--- config.mk ---
export PLATFORM = sky130hd
export DESIGN_NAME = psc_cfg
export DESIGN_NICKNAME = d
export VERILOG_FILES = /design/src/rtl/psc_pkg.sv /design/src/rtl/psc_cfg.sv
export SDC_FILE = /design/constraint.sdc
export NUM_CORES = 1
export LEC_CHECK = 0
export BUFFER_PORTS_ARGS = -buffer_cell sky130_fd_sc_hd__buf_2
export CORE_UTILIZATION = 35
export CTS_CLUSTER_DIAMETER = 40
export DETAILED_ROUTE_END_ITERATION = 10
export GPL_TIMING_DRIVEN = 1
export SLEW_MARGIN = 30
export SYNTH_ARGS = -nofsm -noshare
export SYNTH_HDL_FRONTEND = slang
export SYNTH_SLANG_ARGS = --single-unit
--- constraint.sdc ---
create_clock -name clk_i -period 1.8 [get_ports clk_i]
set_input_delay 0.36 -clock clk_i [delete_from_list [all_inputs] [get_ports clk_i]]
set_output_delay 0.36 -clock clk_i [all_outputs]
set_load 0.03 [all_outputs]
--- src/rtl/psc_pkg.sv ---
// Shared types and constants for the polynomial sign-change bracket core.
// Used by the configuration block, the evaluation lanes and the top level.
`default_nettype none

package psc_pkg;

  // Field widths.
  localparam int unsigned CoefW   = 16;
  localparam int unsigned GridW   = 8;
  localparam int unsigned PointW  = 9;
  localparam int unsigned ValueW  = 56;
  localparam int unsigned CfgIdxW = 3;
  localparam int unsigned DegreeW = 3;

  // Configuration register indexes.
  localparam logic [CfgIdxW-1:0] RegDegree = 3'd0;
  localparam logic [CfgIdxW-1:0] RegCoefP0 = 3'd1;
  localparam logic [CfgIdxW-1:0] RegCoefP1 = 3'd2;
  localparam logic [CfgIdxW-1:0] RegCoefP2 = 3'd3;
  localparam logic [CfgIdxW-1:0] RegCoefP3 = 3'd4;
  localparam logic [CfgIdxW-1:0] RegCoefP4 = 3'd5;

  // Coefficients after masking by the configured degree.
  typedef struct packed {
    logic signed [CoefW-1:0] c0;
    logic signed [CoefW-1:0] c1;
    logic signed [CoefW-1:0] c2;
    logic signed [CoefW-1:0] c3;
    logic signed [CoefW-1:0] c4;
  } psc_coef_t;

endpackage : psc_pkg

`default_nettype wire

--- src/rtl/psc_cfg.sv ---
// Configuration register file: degree and the five Q8.8 coefficients.
// Depends on psc_pkg; presents coefficients already masked by the degree.
`default_nettype none

module psc_cfg (
  input  logic                          clk_i,
  input  logic                          rst_ni,
  input  logic                          cfg_we_i,
  input  logic [psc_pkg::CfgIdxW-1:0]   cfg_idx_i,
  input  logic [psc_pkg::CoefW-1:0]     cfg_wdata_i,
  output psc_pkg::psc_coef_t            coef_o
);
  import psc_pkg::*;

  logic [DegreeW-1:0]      degree_q;
  logic signed [CoefW-1:0] p0_q, p1_q, p2_q, p3_q, p4_q;

  // Register writes; indexes without a register are ignored.
  always_ff @(posedge clk_i or negedge rst_ni) begin
    if (!rst_ni) begin
      degree_q <= '0;
      p0_q     <= '0;
      p1_q     <= '0;
      p2_q     <= '0;
      p3_q     <= '0;
      p4_q     <= '0;
    end else if (cfg_we_i) begin
      unique case (cfg_idx_i)
        RegDegree: degree_q <= cfg_wdata_i[DegreeW-1:0];
        RegCoefP0: p0_q     <= cfg_wdata_i;
        RegCoefP1: p1_q     <= cfg_wdata_i;
        RegCoefP2: p2_q     <= cfg_wdata_i;
        RegCoefP3: p3_q     <= cfg_wdata_i;
        RegCoefP4: p4_q     <= cfg_wdata_i;
        default: ;
      endcase
    end
  end

  // A power contributes only up to the degree; degrees above four keep all five.
  always_comb begin
    coef_o.c0 = p0_q;
    coef_o.c1 = (degree_q >= DegreeW'(1)) ? p1_q : '0;
    coef_o.c2 = (degree_q >= DegreeW'(2)) ? p2_q : '0;
    coef_o.c3 = (degree_q >= DegreeW'(3)) ? p3_q : '0;
    coef_o.c4 = (degree_q >= DegreeW'(4)) ? p4_q : '0;
  end

endmodule : psc_cfg

`default_nettype wire

==> impl_metrics.tcl <==
set metrics [dict create \
    status "finished with violations" \
    failed_checks "negative setup slack" \
    p_int_mw 4.27 \
    grt_max_degree 84 \
    start_util 0.364 \
    path_delay_family "flip-flops" \
    ant_nets 0 \
    syn_nets 274 \
    overflow 0 \
    syn_avg_cell_area_um2 15.0 \
    die_w_um 106 \
    critPathArrivalTime_ps 1540 \
    cp_slowest_cell "dfrtp_2" \
    cp_slowest_stage_delay_ps 480 \
    ff2ff_path_depth 2 \
    seq_area_frac_synth 0.548 \
    cts.hold.buffers_added 0 \
    wl_met3_um 499 \
    setup_viol 34 \
    p_sw_mw 2.41 \
    max_freq_ghz 0.527 \
    skew_ps 0 \
    io_pins 102 \
    vdd_drop_max_v 0.000595 \
    core_area_um2 10400 \
    p_clk_frac 0.197 \
    layout_commonest_cell "dfrtp_1" \
    nets 397 \
    cts_tree "done" \
    slew_viol_final 0 \
    startpoint "degree_q[2]" \
    r2r-start "degree_q[2]" \
    drt_iter0_markers 51 \
    postLayoutCellArea_um2 5040 \
    root_buffer "clkbuf_8" \
    r2r_slack_ps 780 \
    tightest_slew_ps 566 \
    fin_tns_setup_ps -2200 \
    numPortBuffers 101 \
    cap_viol_max_count 0 \
    h-tree-depth 3 \
    synth_cell_type_count 16 \
    fin_ws_ps -95.8 \
    critPathCaptureType "output pin" \
    finalPower_mw 6.69 \
    swShare 0.361 \
    cp-start-kind "flop" \
    dr.pass1.iters 4 \
    grt.total_usage 0.165 \
    met2_length_um 4160 \
    layout_min_cycle_time_ps 1900 \
    powerDensity_nw_per_um2 1330 \
    cts-buffers-inserted 9 \
    hold_viol_final 0 \
    drive_gt1_frac 0.624 \
    clock_path_buffers 2 \
    cp.required_ps 1440 \
    mostFrequentLayoutCells "dfrtp_1, buf_2, mux2_2" \
    finalCritPeriodShare 1.05 \
    netlist_area_um2 3790 \
    crit_buf_inv 2 \
    cp_max_fo 9 \
    maxSlewHeadroom 0.621 \
    dpl.hpwl_um 5990 \
    clkLatencyLatePin_ps 350 \
    dp_slack_ps 115 \
    cts_sinks 83 \
    place_area_um2 4470 \
    routed_wirelength_um 8800 \
    syn_to_final_growth_pct 32.9 \
    yosysWarnings 0 \
    antenna_found_initial 0 \
    remaining_drc_errors 0 \
    num_rows 37 \
    leakage_nw 2.45 \
    highest_layer "met4" \
    grt_pass1_vias 2442 \
    avgViaCountPerCell 4.60 \
    utilization 0.484 \
    hp-class "in2async" \
    worst_path_most_repeated_cell "buf_6" \
    endpoint "coef_o[56]" \
    grt_pass1_wl_um 13800 \
    synth_cells 252 \
    yosys_register_bits 83 \
    vias 2379 \
    place.gp.congestion 0.666 \
    combPwrFrac 0.429 \
    drt-met1-wl_um 4060 \
    wire_per_inst_um 17.0 \
    clk_pin_slew_worst_paths_ps 80 \
    r2r-end "degree_q[2]" \
    rsz0062_at_grt "yes" \
    cp.depth 4 \
    critPathKind "reg2out" \
    die_h_um 106 \
    dieArea_um2 11300 \
    power_frac_seq 0.374 \
    cp_cell_sequence "nor3_4, buf_6, and2b_1, buf_6" \
]
## power by group through the flow
| stage | Sequential (mW) | Clock [mW] | Combinational [mW] |
|---|---|---|---|
| final | 2.50 | 1.32 | 2.87 |
| after global routing | 2.56 | 1.45 | 3.03 |
| after CTS | 2.48 | 1.38 | 2.65 |
| after detailed placement | 2.52 | 0 | 2.42 |
| after global placement | 2.50 | 0 | 2.40 |
| after floorplan | 2.61 | 0 | 1.57 |
## how the worst min path moves through the flow
stage          cells past startpoint    from           to
3_5_place_dp                       2  rst_ni     p3_q[13]
6_report                           2  rst_ni     p3_q[13]
5_1_grt                            2  rst_ni     p3_q[13]
2_1_floorplan                      0  rst_ni  degree_q[0]
4_1_cts                            2  rst_ni     p3_q[13]
3_3_place_gp                       2  rst_ni     p0_q[13]
## state kept, by name, indices dropped and copies added, names as in the netlist
name	count
p4_q	16
p0_q	16
degree_q	3
p3_q	16
p1_q	16
p2_q	16
## routing by layer
metal / vias to the layer above / global-route usage
met5: - / 0
met3: 4 / 0.0564
met2: 86 / 0.259
met4: 0 / 0.0437
met1: 1188 / 0.217
li1: 1101 / -
## cell usage after synthesis (all sizes together)
cell type  instances  area share
nor4b              1      0.0040
and2              16       0.026
and4bb             3      0.0099
mux2              83        0.28
and2b             28       0.055
buf                8       0.031
nor3               1      0.0013
nor2b             20       0.033
dfrtp             83        0.55
nor2               1     0.00099
nand4b             2      0.0079
a21oi              1      0.0013
clkbuf             5      0.0053
## worst register-to-register path, stage by stage (launching register included)
cell and delay [ps]:
dfrtp_2 480, buf_4 180, mux2_2 250
## area by class of cell
cell class	count	area, µm²
antenna	1	2.50
clock buffer	12	145
clock inverter	4	50.0
fill	921	5380
multi-input combinational	156	1630
sequential	83	2080
tap	136	170
timing repair buffer	125	963
## cells by family after synthesis
kind of cell    share of synthesized area
simple gates                        0.139
compound gates                    0.00132
buf+inv                            0.0360
mux                                 0.276
flops                               0.548
## metrics by stage
step / std cells / hold WS [ps]
3_5_place_dp: 490 / 435
3_3_place_gp: 490 / 430
5_1_grt: 516 / 43.5
6_report: 517 / 18.1
4_1_cts: 513 / 44.9
2_1_floorplan: 252 / 64.4
## timing repair
action / in CTS / in global routing
resized for setup: 36 / 75
endpoints found under the setup margin: 59 / 46
buffers inserted: 7 / 2
cloned: 0 / 1
pin swaps: 1 / 2
Note: power is estimated with default switching activity, not from simulation.
